`src/rtl/vosl_pkg.sv`:
```
// vosl_pkg: shared types and angle constants for the view offset slew limiter.
// Angles are signed fixed point with 10 fraction bits (1/1024 degree).
// No dependencies.
package vosl_pkg;

  localparam int ELAPSED_W = 10;
  localparam int ANG_W     = 20;

  typedef logic signed [ANG_W-1:0] ang_t;

  typedef struct packed {
    logic [18:0]        heading;
    logic signed [17:0] pitch;
    logic signed [18:0] roll;
  } vosl_axes_t;

  localparam ang_t DEG_HALF    = 20'sd512;
  localparam ang_t DEG_ONE     = 20'sd1024;
  localparam ang_t DEG_90      = 20'sd92160;
  localparam ang_t DEG_90_NEG  = -20'sd92160;
  localparam ang_t DEG_PCLAMP  = 20'sd92158;
  localparam ang_t DEG_PCL_NEG = -20'sd92158;
  localparam ang_t DEG_180     = 20'sd184320;
  localparam ang_t DEG_360     = 20'sd368640;

endpackage

```
`src/rtl/vosl_step.sv`:
```
// vosl_step: one slew step for heading, pitch and roll toward their goals.
// Shared by every iteration of the sequencer in the top level.
// Depends on vosl_pkg.
module vosl_step
  import vosl_pkg::*;
(
  input  vosl_axes_t cur,
  input  vosl_axes_t goal,
  output vosl_axes_t nxt
);

  function automatic ang_t slew_lin(input ang_t c, input ang_t g);
    ang_t d;
    ang_t m;
    ang_t s;
    d = g - c;
    m = (d < 0) ? -d : d;
    if (m < DEG_ONE) begin
      s = g;
    end else begin
      s = (d > 0) ? c + DEG_ONE : c - DEG_ONE;
      if (s > DEG_90) begin
        s = DEG_90;
      end else if (s < DEG_90_NEG) begin
        s = DEG_90_NEG;
      end
    end
    return s;
  endfunction

  ang_t h_cur;
  ang_t h_goal;
  ang_t h_diff;
  ang_t h_mag;
  ang_t h_move;
  ang_t p_cur;
  ang_t p_goal;
  ang_t r_cur;
  ang_t r_goal;
  ang_t p_next;
  ang_t r_next;

  assign h_cur  = signed'({1'b0, cur.heading});
  assign h_goal = signed'({1'b0, goal.heading});
  assign p_cur  = signed'({{2{cur.pitch[17]}}, cur.pitch});
  assign p_goal = signed'({{2{goal.pitch[17]}}, goal.pitch});
  assign r_cur  = signed'({cur.roll[18], cur.roll});
  assign r_goal = signed'({goal.roll[18], goal.roll});

  always_comb begin
    h_diff = h_goal - h_cur;
    h_mag  = (h_diff < 0) ? -h_diff : h_diff;
    if (h_mag < DEG_ONE) begin
      h_move = h_goal;
    end else begin
      if (h_diff > 0) begin
        h_move = (h_mag < DEG_180) ? h_cur + DEG_HALF : h_cur - DEG_HALF;
      end else begin
        h_move = (h_mag < DEG_180) ? h_cur - DEG_HALF : h_cur + DEG_HALF;
      end
      if (h_move > DEG_360) begin
        h_move = h_move - DEG_360;
      end else if (h_move < 0) begin
        h_move = h_move + DEG_360;
      end
    end
  end

  assign p_next = slew_lin(p_cur, p_goal);
  assign r_next = slew_lin(r_cur, r_goal);

  assign nxt.heading = h_move[18:0];
  assign nxt.pitch   = p_next[17:0];
  assign nxt.roll    = r_next[18:0];

endmodule

```
`src/rtl/view_offset_slew_limiter_unit.sv`:
```
// view_offset_slew_limiter_unit: top level, sequencer around one shared slew step unit.
// Depends on vosl_pkg and vosl_step.
//
// channel  | handshake          | payload
// ---------+--------------------+------------------------------------------------
// in       | in_valid/in_stall  | elapsed_ms, goal_heading, goal_pitch, goal_roll
// out      | out_valid/out_stall| heading_now, pitch_now, roll_now
// cfg      | cfg_we             | cfg_wdata (heading_locked)
//
// An item passes through an accept state, a heading wrap state that adds or removes
// whole turns until the goal lies in 0..360 degrees, min(elapsed_ms, MAX_STEPS) slew
// steps in the step state, and an output load state.
// The slew step unit is the loop: it advances all three axes once per cycle.
// Reset (synchronous, rst_n low) clears all offsets and the heading lock.
// A new item is taken while a result still waits; the output loads once the
// previous result has been taken.
module view_offset_slew_limiter_unit
  import vosl_pkg::*;
#(
  parameter int MAX_STEPS = 1023
) (
  input  logic               clk,
  input  logic               rst_n,
  input  logic               cfg_we,
  input  logic               cfg_wdata,
  input  logic               in_valid,
  output logic               in_stall,
  input  logic [9:0]         in_elapsed_ms,
  input  logic signed [20:0] in_goal_heading,
  input  logic signed [18:0] in_goal_pitch,
  input  logic signed [18:0] in_goal_roll,
  output logic               out_valid,
  input  logic               out_stall,
  output logic [18:0]        out_heading_now,
  output logic signed [17:0] out_pitch_now,
  output logic signed [17:0] out_roll_now
);

  localparam int ELAPSED_MAX = (1 << ELAPSED_W) - 1;
  localparam logic [ELAPSED_W-1:0] STEP_CAP =
    ELAPSED_W'((MAX_STEPS > ELAPSED_MAX) ? ELAPSED_MAX : MAX_STEPS);
  localparam logic signed [21:0] GH_TURN = 22'sd368640;

  typedef enum logic [1:0] {
    ST_IDLE,
    ST_WRAP,
    ST_STEP,
    ST_EMIT
  } state_t;

  state_t                 state_r, state_nxt;
  logic                   locked_r, locked_nxt;
  logic signed [21:0]     gh_r, gh_nxt;
  logic signed [17:0]     gp_r, gp_nxt;
  logic signed [18:0]     gr_r, gr_nxt;
  logic [ELAPSED_W-1:0]   cnt_r, cnt_nxt;
  vosl_axes_t             cur_r, cur_nxt;
  logic                   out_valid_r, out_valid_nxt;
  logic [18:0]            out_h_r, out_h_nxt;
  logic signed [17:0]     out_p_r, out_p_nxt;
  logic signed [17:0]     out_rl_r, out_rl_nxt;

  vosl_axes_t goal;
  vosl_axes_t step_nxt;
  ang_t       gp_in;
  ang_t       gp_clamped;

  assign goal.heading = gh_r[18:0];
  assign goal.pitch   = gp_r;
  assign goal.roll    = gr_r;

  vosl_step u_step (
    .cur  (cur_r),
    .goal (goal),
    .nxt  (step_nxt)
  );

  assign gp_in = signed'({in_goal_pitch[18], in_goal_pitch});

  always_comb begin
    if (gp_in > DEG_PCLAMP) begin
      gp_clamped = DEG_PCLAMP;
    end else if (gp_in < DEG_PCL_NEG) begin
      gp_clamped = DEG_PCL_NEG;
    end else begin
      gp_clamped = gp_in;
    end
  end

  always_comb begin
    state_nxt     = state_r;
    locked_nxt    = locked_r;
    gh_nxt        = gh_r;
    gp_nxt        = gp_r;
    gr_nxt        = gr_r;
    cnt_nxt       = cnt_r;
    cur_nxt       = cur_r;
    out_valid_nxt = out_valid_r;
    out_h_nxt     = out_h_r;
    out_p_nxt     = out_p_r;
    out_rl_nxt    = out_rl_r;

    if (cfg_we) begin
      locked_nxt = cfg_wdata;
    end
    if (out_valid_r && !out_stall) begin
      out_valid_nxt = 1'b0;
    end

    case (state_r)
      ST_IDLE: begin
        if (in_valid) begin
          gh_nxt  = locked_r ? '0 : signed'({in_goal_heading[20], in_goal_heading});
          gp_nxt  = gp_clamped[17:0];
          gr_nxt  = in_goal_roll;
          cnt_nxt = (in_elapsed_ms > STEP_CAP) ? STEP_CAP : in_elapsed_ms;
          state_nxt = ST_WRAP;
        end
      end
      ST_WRAP: begin
        if (gh_r < 0) begin
          gh_nxt = gh_r + GH_TURN;
        end else if (gh_r > GH_TURN) begin
          gh_nxt = gh_r - GH_TURN;
        end else begin
          state_nxt = ST_STEP;
        end
      end
      ST_STEP: begin
        if (cnt_r == '0) begin
          state_nxt = ST_EMIT;
        end else begin
          cur_nxt = step_nxt;
          cnt_nxt = cnt_r - 1'b1;
        end
      end
      ST_EMIT: begin
        if (!out_valid_r || !out_stall) begin
          out_valid_nxt = 1'b1;
          out_h_nxt     = cur_r.heading;
          out_p_nxt     = cur_r.pitch;
          out_rl_nxt    = cur_r.roll[17:0];
          state_nxt     = ST_IDLE;
        end
      end
      default: begin
        state_nxt = ST_IDLE;
      end
    endcase
  end

  always_ff @(posedge clk) begin
    if (!rst_n) begin
      state_r     <= ST_IDLE;
      locked_r    <= 1'b0;
      cur_r       <= '0;
      out_valid_r <= 1'b0;
    end else begin
      state_r     <= state_nxt;
      locked_r    <= locked_nxt;
      cur_r       <= cur_nxt;
      out_valid_r <= out_valid_nxt;
    end
    gh_r     <= gh_nxt;
    gp_r     <= gp_nxt;
    gr_r     <= gr_nxt;
    cnt_r    <= cnt_nxt;
    out_h_r  <= out_h_nxt;
    out_p_r  <= out_p_nxt;
    out_rl_r <= out_rl_nxt;
  end

  assign in_stall        = (state_r != ST_IDLE);
  assign out_valid       = out_valid_r;
  assign out_heading_now = out_h_r;
  assign out_pitch_now   = out_p_r;
  assign out_roll_now    = out_rl_r;

  a_busy_after_accept: assert property (@(posedge clk) disable iff (!rst_n)
    (in_valid && !in_stall) |=> (state_r == ST_WRAP))
    else $error("sequencer did not start after an accepted item");

  a_heading_range: assert property (@(posedge clk) disable iff (!rst_n)
    (cur_r.heading <= 19'd368640))
    else $error("heading offset left 0..360 degrees");

  a_goal_wrapped: assert property (@(posedge clk) disable iff (!rst_n)
    (state_r == ST_STEP) |-> (gh_r >= 0 && gh_r <= GH_TURN))
    else $error("goal heading not wrapped before slewing");

  a_pitch_range: assert property (@(posedge clk) disable iff (!rst_n)
    (cur_r.pitch <= 18'sd92160 && cur_r.pitch >= -18'sd92160))
    else $error("pitch offset beyond 90 degrees");

endmodule
```
`config.mk`:
```
export PLATFORM = sky130hd
export DESIGN_NAME = view_offset_slew_limiter_unit
export DESIGN_NICKNAME = d
export VERILOG_FILES = /design/src/rtl/vosl_pkg.sv /design/src/rtl/vosl_step.sv /design/src/rtl/view_offset_slew_limiter_unit.sv
export SDC_FILE = /design/constraint.sdc
export NUM_CORES = 1
export LEC_CHECK = 0
export BUFFER_PORTS_ARGS = -buffer_cell sky130_fd_sc_hd__buf_2
export CORE_UTILIZATION = 30
export DETAILED_ROUTE_END_ITERATION = 8
export GPL_TIMING_DRIVEN = 0
export PLACE_DENSITY = 0.55
export SYNTH_ARGS = -nofsm -noshare
export SYNTH_HDL_FRONTEND = slang
export SYNTH_SLANG_ARGS = --single-unit
```
`constraint.sdc`:
```
create_clock -name clk -period 16.8 [get_ports clk]
set_input_delay 0.84 -clock clk [delete_from_list [all_inputs] [get_ports clk]]
set_output_delay 0.84 -clock clk [all_outputs]
set_load 0.02 [all_outputs]
```
==> results.md, run 1 <==
- RSZ-0062 raised after global routing: false
- Clock tree sinks: between 150 and 200
- Die Footprint: just over 0.04 mm2
- CP max FO: 10
- Initial antenna violation count: 0
- CTS tree: built
- Drt first pass iters: 9
- Cell mode on critical path: o21ai_0
- Critical Path AT: 7.96 ns
- Share of layout cells above drive strength 1: a little over an eighth
- Post-synthesis sequential area ratio: slightly above 40%
- Mean Syn Cell Area: ~9.5 um2
- Root Driver: clkbuf_16
- Synth-to-layout area growth: 16.81%
- Number of fill cells: 4071
- Final worst path period share: 45.05%
- Top cells by area, synth: edfxtp_1 31%, dfxtp_1 10%, ha_1 8.7%
- Routed WL per cell: between 15 and 20 um
- Max-Cap Viols: 0
- Htree depth: 4
- Worst Path Required: 17.20 ns
- Largest area contributor in the netlist: edfxtp_1
- Worst Setup End Kind: flip-flop
- Via count: ~10k
- Post-Syn Instances: 1265
- Ys flop type: edfxtp_1
- Register bit total from synthesis: about 180
- Fin crit period: approximately 7.6 ns
- Final Wtd Congestion: approximately 0.86
- Post-Syn Nets: around 1.4k
- Routed Antenna Nets: 0
- Commonest cells in the netlist: 124 x edfxtp_1, 112 x inv_1, 97 x nor2_1
- Clock Path Buffers: 2
- CTS clk-pin slew, worst paths: approximately 0.070 ns
- Global-route wire length before repair: a little over 50 mm
- Row count: 73
- Fin util: around 36%
- Final Hold Viols: 0
- Num CTS Buffers: 17
- DRC: 2
- IO Count: 132
- Number of synthesized flops with an enable pin: 124
- CP Launch Type: flip-flop
- Worst-Margin Slew: ~1.1 ns
- GR Overflow Total: 0
- GRT Util Overall: 15.71%
- Async set-reset flop share out of synthesis: 0%
- DRT Wirelength: 32.07 mm
- Ys Warns: 0
- Synthesized area: about 0.012 mm2
- Fin Setup TNS: 0 ns
- Post-synth cell types: 86
- Hold Path Class: flip-flop to flip-flop
- Max_slew headroom: roughly a quarter
- Slowest cell on the critical path: o21ai_1
- Initial Util: a little under a third
- Drt initial violations: between 400 and 500
- Vias/cell: roughly 5
- Die width: ~200 um
- Post-CTS setup buffers: 0
- Number of global-route vias before repair: roughly 9.5k
- Outcome: complete, but fails checks
- Final setup violation count: 0
- Clk_skew: 0.01404 ns
- Core area: 0.03964 mm2
- Failing checks: DRC
- IO Port Bufs: 130
- Non-Filler Instances: between 1.5k and 2k
- Largest net degree at the start of global routing: 26
- Worst skew pair latency: roughly 0.46 ns
- Die Y: ~200 um
- Placed insts: between 1.5k and 2k
- Setup CP Type: flip-flop to flip-flop
- Yosys top cell area share: slightly above 30%
- Footprint of the multi-input gates: about 0.0066 mm2
- Sequential cell area: about 0.0049 mm2
- Count of cells resized by post-cts repair: 0
- CP peak stage delay: approximately 0.76 ns
- Dpl hpwl: ~25 mm
- Achievable Freq: ~0.13 GHz
- Cts hold-fix bufs: 0
- Count leader, synth: edfxtp_1
- Nets: 1581
- Slew Limit Fails: 0
## per-stage QoR
step,cell area [um2],hold slack [ns],setup WS [ns]
3_5_place_dp,13430,0.4403,9.350
6_report,14080,0.4511,9.232
3_3_place_gp,13360,0.4167,8.406
4_1_cts,14070,0.4530,9.294
2_1_floorplan,12050,0.4064,10.90
5_1_grt,14070,0.4662,8.497
## flip-flops by register name (all words and copies together), names as in the netlist
name,flops
cnt_r,10
cur_r,56
gh_r,22
gp_r,18
gr_r,19
locked_r,1
out_heading_now,19
out_pitch_now,18
out_roll_now,18
out_valid,1
state_r,2
## path summary, 6_finish.rpt
check	start	endpoint	slack [ns]	depth (start not counted)
hold reg to reg	cur_r[49]$_SDFFE_PN0P_	out_heading_now[12]$_DFFE_PP_	0.45	0
setup reg to reg	gr_r[0]$_DFFE_PP_	cur_r[2]$_SDFFE_PN0P_	9.23	30
setup / recovery	gr_r[0]$_DFFE_PP_	cur_r[2]$_SDFFE_PN0P_	9.23	30
hold / removal	cur_r[49]$_SDFFE_PN0P_	out_heading_now[12]$_DFFE_PP_	0.45	0
## layout by cell type (no fill, tap or decap), types with 26 or more instances in the layout
cell type,instances
buf_2,132
edfxtp_1,124
inv_1,112
nor2_1,97
ha_1,84
nand2_1,71
a21oi_1,68
o21ai_0,64
dfxtp_1,60
nor3_1,43
xnor2_1,43
a21o_1,29
clkbuf_1,28
a31oi_1,26
nor4_1,26
## routing by layer
layer  vias up  wire, um  global-route usage (%)
met1      4692     16150                   22.15
met3        36      1422                   3.338
met2       248     13860                   23.52
li1       5054         -                       -
met5         -         0                       0
met4         0       642                   5.585
## cells by family (layout without fill, tap and decap cells)
kind of cell	after synthesis	count (layout)	share of synthesized area [%]
other	0	1	0
DFF	184	184	40.86
buffers and inverters	145	310	4.599
muxes	26	26	2.180
AOI/OAI and AO/OA	369	369	21.61
and+or+nand+nor	393	393	16.85
adders and majority gates	89	89	9.552
xor gates and xnor gates	59	59	4.350
## layout make-up
type                            count  area share (%)
Buffer                             32          0.9244
Timing Repair Buffer              133           5.048
Sequential cell                   184           34.98
Clock buffer                       18           3.049
Multi-Input combinational cell    936           46.78
Inverter                          113           3.013
Tap cell                          525           4.666
Antenna cell                        1         0.01778
Clock inverter                     14           1.520
## critical path: cells and delay by family (launching register included)
kind	cells	cell delay [ns]
DFF	1	0.41
adders and majority gates	3	0.81
buffers and inverters	2	0.17
and+or+nand+nor	5	0.67
xor gates and xnor gates	1	0.14
AOI/OAI and AO/OA	19	5.28
Power of run 1 is not shown: default switching activity piles up to over one toggle a cycle in this logic, so the estimate is an artifact.
==> run 2, diff against run 1 <==
- clock period: 16.8 -> 7.31 ns (I/O delays scaled with it)
==> run 2 against run 1 <==
Effect of this change:
- the flow still finishes with violations (DRC)
- non-clock buffer count up 1
- worst setup slack got worse by 8.6 ns
- hold slack got worse by 0.36 ns
- final cell count about the same
- count of clock-buffer cells in the layout stayed put
- final area increased by 0.36%
- critical path depth increased by 1
- clock skew decreased by 0.0024 ns
- critical path type unchanged
==> results.md, run 2 (same netlist as run 1, synthesis figures left out) <==
- CP Launch Type: flip-flop
- Hold Path Class: primary input to flip-flop
- Final worst slack: about 0.63 ns
- Via count: 10.11k
- GRT Util Overall: 15.71%
- Max_slew headroom: 25.73%
- Number of fill cells: 4062
- DRT Wirelength: 32.08 mm
- Reg with most FFs: cur_r
- Die Y: 202.4 um
- IO Count: 132
- Final Wtd Congestion: ~0.86
- CP peak stage delay: roughly 0.50 ns
- Initial Util: 30.40%
- Place WS: -0.1397 ns
- Largest net degree at the start of global routing: 26
- Clk_skew: 0.01161 ns
- Fin crit period: 6.680 ns
- Worst Setup End Kind: flip-flop
- Final worst path period share: roughly 91%
- DRC: 2
- Metal-1 WL: 15.88 mm
- Top Registers: cur_r (56), gh_r (22)
- Delay-heaviest family, CP: compound AO/OA/AOI/OAI gates
- Fin Setup TNS: 0 ns
- Die width: a little over 200 um
- Number of flip-flops under the largest register name: 56
- Initial antenna violation count: 0
- Row count: between 70 and 80
- Commonest non-fill, non-tap cells in the layout: 132 x buf_2, 124 x edfxtp_1, 112 x inv_1
- Outcome: complete, but fails checks
- Global-route wire length before repair: about 50 mm
- Post-DP Area: about 0.013 mm2
- Die Footprint: 0.04098 mm2
- Met3 WL: roughly 1.7 mm
- Routed WL per cell: between 15 and 20 um
- Worst Path Required: 7.70 ns
- Final setup violation count: 0
- CP max FO: 10
- Core area: between 0.03 and 0.04 mm2
- Worst skew pair latency: ~0.45 ns
- Worst-Margin Slew: 1.110 ns
- IO Port Bufs: 130
- Number of global-route vias before repair: about 9.5k
- GR Overflow Total: 0
- Synth-to-layout area growth: 17.23%
- Num CTS Buffers: 17
- CTS tree: built
- Crit path buf inv count: 3
- Vias/cell: between 5 and 6
- Dpl hpwl: 25.20 mm
- CTS clk-pin slew, worst paths: around 0.07 ns
- Achievable Freq: around 0.15 GHz
- Nets: approximately 1.6k
- Setup CP Type: flip-flop to flip-flop
- Most common cell after layout, fill and taps aside: buf_2
- Htree depth: 4
- Routed wl met2: roughly 14 mm
- Slew Limit Fails: 0
- Max-Cap Viols: 0
- Root Driver: clkbuf_16
- Failing checks: DRC
- Critical Path AT: slightly above 7 ns
- Cts hold-fix bufs: 0
- Clock tree sinks: roughly 180
- Routed Antenna Nets: 0
- Drt first pass iters: 7
- Final Hold Viols: 0
- Drt initial violations: 472
- Top Layer Used: met4
- Slowest cell on the critical path: a2111oi_1
- Clock Path Buffers: 2
- Post-route cell area: ~0.014 mm2
- Share of layout cells above drive strength 1: around 14%
## run 2: cell count changes in the layout (fill, tap and decap cells not counted), sizes merged
cell and delta:
buf +1
## run 2: worst paths after layout
path / from / to / slack (ns) / depth (start not counted)
worst min register to register: cur_r[49]$_SDFFE_PN0P_ / out_heading_now[12]$_DFFE_PP_ / 0.45 / 0
worst min-delay path: in_goal_roll[8] / gr_r[8]$_DFFE_PP_ / 0.09 / 1
worst max-delay path: gr_r[0]$_DFFE_PP_ / cur_r[2]$_SDFFE_PN0P_ / 0.63 / 31
worst max register to register: gr_r[0]$_DFFE_PP_ / cur_r[2]$_SDFFE_PN0P_ / 0.63 / 31
## run 2: what timing repair did
| action | in CTS | in global routing |
|---|---|---|
| pin swaps | 0 | 1 |
| gates resized for setup | 1 | 6 |
| endpoints found under the setup margin | 10 | 27 |
| setup buffers | 0 | 1 |
## run 2: worst reg2reg max path, delay by kind of cell, from the launching register on
family | cells | cell delay (ns)
simple gates | 5 | 0.69
fa+ha+maj | 3 | 0.81
xor+xnor | 1 | 0.15
buf+inv | 3 | 0.33
compound gates | 19 | 4.24
flops | 1 | 0.41
## run 2: metrics by stage
step           hold WS (ns)  instances  utilization [%]
3_3_place_gp         0.4167       1920            33.70
4_1_cts             0.05653       1955            35.52
5_1_grt             0.05936       1956            35.64
6_report            0.09316       1957            35.64
3_5_place_dp         0.4403       1923            33.88
2_1_floorplan        0.4064       1265                -
## run 2: metal layers
| metal | global-route usage (%) | vias to the layer above |
|---|---|---|
| li1 | - | 5058 |
| met2 | 23.52 | 299 |
| met5 | 0 | - |
| met3 | 3.338 | 29 |
| met4 | 5.585 | 0 |
| met1 | 22.15 | 4725 |
## run 2: final cells by class
| cell class | count | area, um2 | share of cell area (%) |
|---|---|---|---|
| Inverter | 113 | 424.2 | 3.002 |
| Clock buffer | 18 | 429.2 | 3.038 |
| Sequential cell | 184 | 4925 | 34.86 |
| Multi-Input combinational cell | 936 | 6616 | 46.83 |
| Timing Repair Buffer | 134 | 730.7 | 5.172 |
| Antenna cell | 1 | 2.502 | 0.01771 |
| Clock inverter | 14 | 214.0 | 1.514 |
| Buffer | 32 | 130.1 | 0.9210 |
| Tap cell | 525 | 656.9 | 4.649 |
Power of run 2 is left out for the same reason.
